--- src/rtl/pvi_pkg.sv ---
// Package: unit codes, shared constants and the stage tail record.
`timescale 1ns / 1ps
package pvi_pkg;

  localparam int PORTION_BITS_DEF = 16;
  localparam int QBITS = 8;

  typedef enum logic [2:0] {
    UNIT_NULL    = 3'd0,
    UNIT_NORMAL  = 3'd1,
    UNIT_AUTO    = 3'd2,
    UNIT_NONE    = 3'd3,
    UNIT_COORD   = 3'd4,
    UNIT_PERCENT = 3'd5,
    UNIT_FLOAT   = 3'd6,
    UNIT_COLOR   = 3'd7
  } unit_t;

  typedef struct packed {
    logic        ok;
    logic [2:0]  unit;
    logic        color;
    logic        zero;
    logic [31:0] lin;
    logic [7:0]  alpha;
  } tail_t;

endpackage

--- src/rtl/pvi_div_step.sv ---
// One restoring divider stage: resolves one quotient bit for all three channels.
`timescale 1ns / 1ps
module pvi_div_step
  import pvi_pkg::*;
#(
  parameter int PORTION_BITS = PORTION_BITS_DEF,
  parameter int K = 0
) (
  input  logic                          clk,
  input  logic                          en,
  input  tail_t                         tail_in,
  input  logic [2:0][PORTION_BITS+17:0] rem_in,
  input  logic [2:0][QBITS-1:0]         quo_in,
  input  logic [PORTION_BITS+8:0]       den_in,
  output tail_t                         tail_out,
  output logic [2:0][PORTION_BITS+17:0] rem_out,
  output logic [2:0][QBITS-1:0]         quo_out,
  output logic [PORTION_BITS+8:0]       den_out
);
  localparam int NW = PORTION_BITS + 18;

  logic [NW-1:0] dsh;
  assign dsh = NW'(den_in) << K;

  always_ff @(posedge clk) begin
    if (en) begin
      tail_out <= tail_in;
      den_out  <= den_in;
      for (int c = 0; c < 3; c++) begin
        if (rem_in[c] >= dsh) begin
          rem_out[c]    <= rem_in[c] - dsh;
          quo_out[c]    <= quo_in[c] | (QBITS'(1) << K);
        end else begin
          rem_out[c]    <= rem_in[c];
          quo_out[c]    <= quo_in[c];
        end
      end
    end
  end

endmodule

--- config.mk ---
export PLATFORM = sky130hd
export DESIGN_NAME = pvi_div_step
export DESIGN_NICKNAME = d
export VERILOG_FILES = /design/src/rtl/pvi_pkg.sv /design/src/rtl/pvi_div_step.sv
export SDC_FILE = /design/constraint.sdc
export NUM_CORES = 1
export LEC_CHECK = 0
export ABC_AREA = 1
export BUFFER_PORTS_ARGS = -buffer_cell sky130_fd_sc_hd__buf_4
export CORE_MARGIN = 2
export CORE_UTILIZATION = 40
export CTS_CLUSTER_SIZE = 25
export DETAILED_ROUTE_END_ITERATION = 7
export PLACE_DENSITY_LB_ADDON = 0.08
export REMOVE_ABC_BUFFERS = 1
export SYNTH_ARGS = -nofsm -noshare
export SYNTH_HDL_FRONTEND = slang
export SYNTH_SLANG_ARGS = --single-unit
--- constraint.sdc ---
create_clock -name clk -period 6.45 [get_ports clk]
set_input_delay 1.29 -clock clk [delete_from_list [all_inputs] [get_ports clk]]
set_output_delay 1.29 -clock clk [all_outputs]
set_load 0.03 [all_outputs]
==> results of run 1 <==
worst min path at each step:
stage	endpoint	depth (start not counted)	slack (ns)
after floorplan	den_out[0]	0	1.39
after global placement	tail_out[34]	1	1.47
after detailed placement	quo_out[13]	1	1.47
after CTS	tail_out[0]	1	0.98
after global routing	tail_out[20]	1	0.98
final	quo_out[23]	1	1.0
worst max-delay path, cell delays in order:
cell,delay (ns)
buf_4,0.11
inv_1,0.30
ha_1,0.37
a21oi_1,0.21
inv_1,0.06
a21oi_1,0.23
nand3b_1,0.11
nor2_1,0.18
nand2_4,0.21
inv_4,0.43
o21ai_1,0.14
Yosys cell counts (all sizes together):
cell type / count / area share (%)
a21o: 1 / 0.054
a21oi: 80 / 2.9
a31oi: 1 / 0.045
and2: 5 / 0.22
and3: 3 / 0.13
buf: 15 / 1.1
edfxtp: 197 / 42
fa: 3 / 0.43
ha: 75 / 6.7
inv: 326 / 8.8
nand2: 662 / 18
nand3: 98 / 3.6
nand3b: 12 / 0.64
nand4: 36 / 1.6
nor2: 149 / 4.4
nor3: 15 / 0.53
nor4: 4 / 0.22
o21a: 1 / 0.054
o21ai: 87 / 4.2
o21bai: 14 / 0.75
or2: 5 / 0.22
xnor2: 43 / 2.7
xor2: 7 / 0.44
logic make-up (layout without fill, tap and decap cells):
family	count (synthesis)	after routing	synth area share [%]
buf+inv	341	753	9.89
simple gates	989	989	29.7
compound gates	184	184	8.06
fa+ha+maj	78	78	7.11
flops	197	197	42.1
xor+xnor	50	50	3.12
state kept, by name, summed over array words and instances (netlist names):
name and cells:
quo_out 24, rem_out 102, tail_out 46, den_out 25
layout by cell type (no fill, tap or decap), drive strengths merged:
cell	netlist	final
nand2	662	662
buf	15	395
inv	326	333
edfxtp	197	197
nor2	149	149
nand3	98	98
o21ai	87	87
a21oi	80	80
ha	75	75
xnor2	43	43
nand4	36	36
clkbuf	0	19
nor3	15	15
o21bai	14	14
nand3b	12	12
xor2	7	7
or2	5	5
and2	5	5
clkinv	0	5
nor4	4	4
and3	3	3
fa	3	3
o21a	1	1
a21o	1	1
a31oi	1	1
bufinv	0	1
layout make-up:
type / instances / area, um2
Tap cell: 455 / 569
Sequential cell: 197 / 5920
Clock buffer: 18 / 429
Inverter: 326 / 1230
Clock inverter: 13 / 141
Fill cell: 3407 / 16500
Timing Repair Buffer: 396 / 2990
Multi-Input combinational cell: 1301 / 6730
per-stage QoR:
step | cells | util (%) | power, mW
after floorplan | 1824 | - | 2.48
after global placement | 2675 | 50.5 | 3.04
after detailed placement | 2675 | 50.5 | 3.04
after CTS | 2706 | 52.1 | 4.13
after global routing | 2706 | 52.1 | 4.29
final | 2706 | 52.1 | 4.10
power by group through the flow:
stage                     Clock [mW]  Sequential, mW  Combinational [mW]
after global placement             0            1.66                1.38
after global routing            1.16            1.64                1.49
after detailed placement           0            1.66                1.38
after CTS                       1.11            1.63                1.39
final                           1.09            1.63                1.38
after floorplan                    0            1.94               0.540
per-layer routing:
layer | vias up | share of wire, %
met5 | - | 0
met4 | 0 | 1.8
met3 | 52 | 6.0
met2 | 426 | 48
met1 | 6005 | 44
li1 | 6710 | -
==> results.json, run 1 <==
{
  "clockPowerShare_pct": 26.5,
  "clock_tree.buffer_depth": 2,
  "fmax_mhz": 289,
  "max_cap_violations": 0,
  "hold_ws_ns": 0.998,
  "design.portCount": 396,
  "postRouteAntennaNets": 0,
  "crit_path_start": "den_in[23]",
  "p_comb_share_pct": 33.7,
  "report.final.slew_viol_count": 0,
  "grt.busiest_layer": "met2",
  "vias_per_cell": 4.88,
  "rsz0062_at_grt": "no",
  "p_int_mw": 2.63,
  "drive_gt1_share_pct": 22.9,
  "dpl_worst_slack_ns": 2.51,
  "crit_fanout": 42,
  "hold_viol_final": 0,
  "path_clk_slew_ns": 0.08,
  "ir_worst_vdd_mv": 0.214,
  "netSwitchingFraction_pct": 35.9,
  "ys_ff_latch": 197,
  "grt_remaining_overflow": 0,
  "cts_hold_buf": 0,
  "worstSetupStartpointType": "input port",
  "p_per_area_nw_per_um2": 228,
  "status": "finished, final reports clean",
  "hold_start": "quo_in[23]",
  "period_needed_ns": 3.46,
  "arrival_ns": 3.65,
  "layout.nets": 2516,
  "h-tree-depth": 4,
  "grt_pass1_wl_mm": 71.5,
  "die_w_um": 191,
  "met2_usage_pct": 44.6,
  "drt_iter0_drc": 864,
  "gr-usage-met1_pct": 34.6,
  "synth.avg_cell_area_um2": 7.63,
  "cts_made_buffers": 17,
  "required_ns": 6.64,
  "grt_pass1_vias": 12300,
  "power.switching_mw": 1.47,
  "worstMarginPinSlew_ns": 1.03,
  "synth.yosys.seq_area_share_pct": 42.1,
  "pwr-share-seq_pct": 39.8,
  "finalSetupTns_ns": 0,
  "gp_congestion": 0.954,
  "root_buffer": "clkbuf_16",
  "syn_to_final_growth_pct": 28.3,
  "drc": 0,
  "grt_usage_pct": 26.2,
  "grt_max_degree": 122,
  "final_area_um2": 18000,
  "initial_core_util_pct": 40.6,
  "finalCritPeriodShare_pct": 53.7,
  "row_count": 68,
  "worstSetupEndpoint": "rem_out[83]",
  "path_class": "input port to flop",
  "syn_inst": 1839,
  "cts_setup_buffers": 0,
  "cts_resized": 0,
  "hp-class": "input port to flop",
  "slew_headroom_pct": 31.1,
  "die_h_um": 191,
  "dp_hpwl_mm": 40.3,
  "use_met3_pct": 4.08,
  "dr_total_vias": 13200,
  "wl_mm": 48.7,
  "antenna_found_initial": 1,
  "setup_ws_ns": 2.99,
  "clock-sinks": 197,
  "numPortBuffers": 395,
  "synth_area_um2": 14000,
  "wl_per_cell_um": 18.0,
  "postPlaceCellArea_um2": 17400,
  "power.leakage_nw": 8.89,
  "die_area_um2": 36600,
  "coreArea_um2": 34500,
  "cts_tree": "yes",
  "setup_viol": 0,
  "end_kind": "flop",
  "yosys_warnings": 0,
  "diodes": 0,
  "firstDrtPassIters": 5,
  "synth_cell_types": 35
}
Power figures use the tool's default switching activity.
==> run 2: changes to the inputs <==
- ABC_AREA: 1 -> 0
- clock period: 6.45 -> 3.47 ns (I/O delays scaled with it)
==> run 2 against run 1 <==
Against the previous run: wire length is 27% lower; count of clock-buffer cells in the layout fell by 1; setup slack worse by 2.8 ns; combinational power is 78% higher; sequential share of layout area increased by 2.4 points; highest routed layer unchanged; sequential power is 86% higher; critical path type unchanged; flip-flop and latch count unchanged; hold slack got worse by 0.58 ns; non-clock buffer count increased by 171; global-route usage shrank 2.9 points; total power grew 83%.
==> results.json, run 2 <==
{
  "status": "finished, final reports clean",
  "ys_ff_latch": 197,
  "root_buffer": "clkbuf_16",
  "power.switching_mw": 2.50,
  "drive_gt1_share_pct": 38.8,
  "power.leakage_nw": 7.42,
  "syn_inst": 1055,
  "initial_core_util_pct": 40.4,
  "p_comb_share_pct": 32.7,
  "yosysMostFrequentCell": "edfxtp_1",
  "end_kind": "flop",
  "row_count": 62,
  "syn_to_final_growth_pct": 45.9,
  "die_area_um2": 30100,
  "finalPower_mw": 7.50,
  "synth.top_cells.by_count": "edfxtp_1 (197), a21oi_1 (99), nand2_1 (93)",
  "fmax_mhz": 307,
  "antenna_found_initial": 1,
  "synth_top_cell_area_share_pct": 51.5,
  "postRouteAntennaNets": 0,
  "cts_made_buffers": 17,
  "synth_area_um2": 11500,
  "wl_mm": 35.7,
  "h-tree-depth": 4,
  "vias_per_cell": 5.11,
  "rsz0062_at_grt": "no",
  "design.portCount": 396,
  "finalSetupTns_ns": 0,
  "worstMarginPinSlew_ns": 0.521,
  "slew_headroom_pct": 65.3,
  "arrival_ns": 3.46,
  "hold_viol_final": 0,
  "clock_tree.buffer_depth": 2,
  "grt_pass1_wl_mm": 54.4,
  "drt_iter0_drc": 418,
  "crit_fanout": 6,
  "largest_register": "rem_out",
  "clock-sinks": 197,
  "wl_per_cell_um": 17.8,
  "path_class": "input port to flop",
  "period_needed_ns": 3.26,
  "worstSetupStartpointType": "input port",
  "synth-edff-count": 197,
  "layout.nets": 1885,
  "netSwitchingFraction_pct": 33.4,
  "synth.yosys.seq_area_share_pct": 51.5,
  "crit_path_start": "den_in[1]",
  "p_int_mw": 4.99,
  "synth.avg_cell_area_um2": 10.9,
  "dr_total_vias": 10300,
  "die_w_um": 174,
  "drc": 0,
  "dp_hpwl_mm": 29.3,
  "yosys_warnings": 0,
  "required_ns": 3.67,
  "numPortBuffers": 395,
  "grt_max_degree": 71,
  "yosysTopAreaCell": "edfxtp_1",
  "layout_commonest_cell": "buf_4",
  "p_per_area_nw_per_um2": 447,
  "synth_top_flop_cell": "edfxtp_1",
  "final_cell_mix": "buf_4 (562), edfxtp_1 (197), a21oi_1 (97)",
  "cts_tree": "yes",
  "coreArea_um2": 28500,
  "ir_worst_vdd_mv": 0.321,
  "worstSetupEndpoint": "rem_out[67]",
  "finalCritPeriodShare_pct": 94.0,
  "cts_hold_buf": 0,
  "synthTopCellsByArea": "edfxtp_1 (51%), ha_1 (8.2%), a21oi_1 (4.3%), xnor2_1 (3.6%), o21ai_0 (3.4%)",
  "setup_viol": 0,
  "async_reset_ff_share_pct": 0,
  "report.final.slew_viol_count": 0,
  "firstDrtPassIters": 6,
  "die_h_um": 174,
  "grt_remaining_overflow": 0,
  "grt_usage_pct": 23.3,
  "clockPowerShare_pct": 27.0,
  "max_cap_violations": 0,
  "pwr-share-seq_pct": 40.4,
  "grt_pass1_vias": 9989,
  "path_clk_slew_ns": 0.08,
  "largest_register_ff_count": 102,
  "gp_congestion": 0.884,
  "synth_cell_types": 63,
  "reg_top3": "rem_out (102), tail_out (46), den_out (25)",
  "hp-class": "input port to flop"
}
-- run 2: how the worst min path moves through the flow --
stage,to,startpoint,slack (ns),cells after the start
finish,quo_out[11],quo_in[11],0.42,1
global route,tail_out[20],tail_in[20],0.40,1
CTS,quo_out[11],quo_in[11],0.40,1
detailed placement,tail_out[32],tail_in[32],0.87,1
global placement,tail_out[18],tail_in[18],0.87,1
floorplan,den_out[0],den_in[0],0.79,0
-- run 2: final cells by class --
type	count	area (um2)
fill	2484	11700
sequential	197	5920
multi-input combinational	780	5290
timing repair buffer	567	4310
tap	384	480
clock buffer	17	425
clock inverter	15	184
inverter	45	169
antenna	1	2.50
-- run 2: cell families (layout without fill, tap and decap cells) --
kind of cell,count (synthesis),after routing,share of synthesized area (%)
fa+ha+maj,78,78,8.69
flops,197,197,51.5
xor+xnor,86,86,6.55
simple gates,300,300,12.8
compound gates,304,304,16.5
buf+inv,78,644,2.81
other cells,0,1,0
mux,12,12,1.16
-- run 2: metrics by stage --
| step | hold WS [ns] | cell area [um2] | utilization (%) | instances | worst slack, ns |
|---|---|---|---|---|---|
| after floorplan | 0.793 | 11300 | - | 1022 | -0.427 |
| after global placement | 0.872 | 16100 | 56.7 | 1973 | -0.377 |
| after detailed placement | 0.873 | 16100 | 56.7 | 1973 | -0.319 |
| after CTS | 0.403 | 16700 | 58.8 | 2005 | 0.144 |
| after global routing | 0.395 | 16800 | 58.9 | 2006 | 0.0118 |
| final | 0.422 | 16800 | 58.9 | 2006 | 0.209 |
-- run 2: what timing repair did --
action                     4_1_cts  5_1_grt
setup endpoints to repair        0       10
setup buffers                    0        0
gates resized for setup          0        6
-- run 2: metal layers --
metal / vias up / part of all wire, % / track usage (%)
met1: 4832 / 43 / 29.4
li1: 5062 / - / -
met4: 0 / 2.7 / 8.09
met3: 45 / 5.8 / 4.74
met2: 314 / 49 / 39.8
met5: - / 0 / 0
-- run 2: power by group through the flow --
stage / sequential [mW] / combinational [mW] / clock (mW)
global placement: 3.08 / 2.43 / 0
detailed placement: 3.08 / 2.45 / 0
finish: 3.03 / 2.45 / 2.02
CTS: 3.03 / 2.46 / 2.06
floorplan: 3.63 / 0.778 / 0
global route: 3.05 / 2.63 / 2.14
-- run 2: critical path, cell delays in order --
cell and delay, ns:
buf_4 0.11, inv_1 0.25, ha_1 0.31, nor2b_1 0.14, o31a_1 0.27, o41a_1 0.40, o211ai_1 0.29, a31oi_1 0.11
or3_1 0.33, a31o_2 0.28, nor3_1 0.18, xor2_1 0.09
==> run 3: changes to the inputs <==
- ABC_AREA: 0 -> 1
- CTS_BUF_LIST: unset -> sky130_fd_sc_hd__clkbuf_16
==> run 3 against run 2 <==
Against the previous run: die area is 22% higher; highest routed layer unchanged; critical path type unchanged; critical path depth unchanged; cell area rose by 8.1%.
==> results.json, run 3 (synthesis gave the netlist of run 1 again) <==
{
  "initial_core_util_pct": 40.6,
  "wl_per_cell_um": 18.0,
  "finalCritPeriodShare_pct": 80.5,
  "hold_ws_ns": 0.408,
  "drive_gt1_share_pct": 23.3,
  "grt_pass1_vias": 12500,
  "crit_fanout": 4,
  "cts_resized": 0,
  "numPortBuffers": 395,
  "final_cell_mix": "nand2_1 (643), buf_4 (403), inv_1 (320)",
  "slew_headroom_pct": 63.0,
  "largest_register": "rem_out",
  "layout.nets": 2527,
  "end_kind": "flop",
  "ir_worst_vdd_mv": 0.353,
  "power.switching_mw": 2.74,
  "pwr-share-seq_pct": 39.3,
  "max_cap_violations": 0,
  "crit_path_top_delay_cell": "ha_1",
  "fmax_mhz": 358,
  "cts_hold_buf": 0,
  "worstPathCellList": "buf_4 > inv_1 > ha_1 > nand2_1 > nor2_1 > inv_1 > nor2_1 > nand4_1 > nand3_1 > nand2_1 > nand3_1 > nand2_1",
  "p_comb_share_pct": 33.6,
  "required_ns": 3.68,
  "gp_congestion": 0.960,
  "design.portCount": 396,
  "postRouteAntennaNets": 0,
  "crit_path_start": "den_in[15]",
  "hold_viol_final": 0,
  "grt_max_degree": 61,
  "drt_iter0_drc": 807,
  "finalSetupTns_ns": 0,
  "netSwitchingFraction_pct": 35.5,
  "root_buffer": "clkbuf_16",
  "dp_hpwl_mm": 40.7,
  "cts_setup_buffers": 0,
  "period_needed_ns": 2.79,
  "grt_remaining_overflow": 0,
  "path_clk_slew_ns": 0.08,
  "layout_commonest_cell": "nand2_1",
  "max_stage_delay_ns": 0.43,
  "vias_per_cell": 4.90,
  "antenna_found_initial": 1,
  "hold_start": "quo_in[15]",
  "clockPowerShare_pct": 27.1,
  "reg_top3": "rem_out (102), tail_out (46), den_out (25)",
  "fill_cells": 3469,
  "clock-sinks": 197,
  "hp-class": "input port to flop",
  "die_w_um": 191,
  "p_int_mw": 4.96,
  "grt_usage_pct": 26.5,
  "report.final.slew_viol_count": 0,
  "h-tree-depth": 4,
  "row_count": 68,
  "largest_register_ff_count": 102,
  "drc": 0,
  "dr_total_vias": 13300,
  "crit_top_cell": "nand2_1",
  "syn_to_final_growth_pct": 29.2,
  "p_per_area_nw_per_um2": 424,
  "coreArea_um2": 34500,
  "rsz0062_at_grt": "no",
  "arrival_ns": 3.00,
  "cts_made_buffers": 17,
  "die_h_um": 191,
  "setup_viol": 0,
  "cts_tree": "yes",
  "die_area_um2": 36600,
  "path_class": "input port to flop",
  "grt_pass1_wl_mm": 72.2,
  "worstSetupStartpointType": "input port",
  "worstMarginPinSlew_ns": 0.554,
  "power.leakage_nw": 8.96,
  "status": "finished, final reports clean",
  "clock_tree.buffer_depth": 2,
  "firstDrtPassIters": 7,
  "diodes": 0,
  "wl_mm": 49.0
}
[run 3: changes by cell type in the layout (fill, tap and decap cells not counted), sizes merged, moves of 23 or more]
cell / before / now
nand2: 93 / 662
inv: 50 / 333
buf: 566 / 406
nor2: 68 / 149
nand3: 21 / 98
a21o: 43 / 1
xor2: 39 / 7
nand4: 13 / 36
[run 3: layout make-up]
class	instances	area, um2	area share [%]
Clock buffer	17	425	2.34
Multi-Input combinational cell	1301	6730	37.1
Timing Repair Buffer	407	3100	17.1
Sequential cell	197	5920	32.6
Inverter	326	1230	6.79
Tap cell	455	569	3.14
Clock inverter	14	168	0.924
[run 3: metrics by stage]
| step | util, % | total power [mW] | instance area [um2] | setup slack [ns] | instances |
|---|---|---|---|---|---|
| final | 52.5 | 7.70 | 18100 | 0.676 | 2717 |
| after global routing | 52.5 | 8.08 | 18100 | 0.572 | 2717 |
| after CTS | 52.5 | 7.76 | 18100 | 0.789 | 2717 |
| after detailed placement | 50.8 | 5.66 | 17500 | 0.304 | 2686 |
| after global placement | 50.8 | 5.65 | 17500 | 0.168 | 2686 |
| after floorplan | - | 4.61 | 13900 | 0.879 | 1824 |
[run 3: worst max-delay path, delay by kind of cell]
| family | cells | cell delay [ns] |
|---|---|---|
| AND/OR/NAND/NOR | 8 | 1.54 |
| adder cells (fa/ha/maj) | 1 | 0.43 |
| buffers and inverters | 3 | 0.33 |
[run 3: path summary, 6_finish.rpt]
kind,end,depth (start not counted)
min,quo_out[15],1
max,rem_out[54],12
[run 3: layer usage]
metal	GRT usage, %	part of all wire, %	vias up	routed length (um)
met2	44.9	48	451	23400
met5	0	0	-	0
li1	-	-	6731	-
met1	34.9	44	6078	21700
met3	3.91	5.6	54	2730
met4	7.84	2.4	0	1170
[run 3: power groups by stage]
stage	clock, mW	sequential, mW	combinational [mW]
floorplan	0	3.61	1.00
global placement	0	3.08	2.58
detailed placement	0	3.08	2.58
CTS	2.14	3.03	2.59
global route	2.24	3.05	2.79
finish	2.09	3.02	2.59
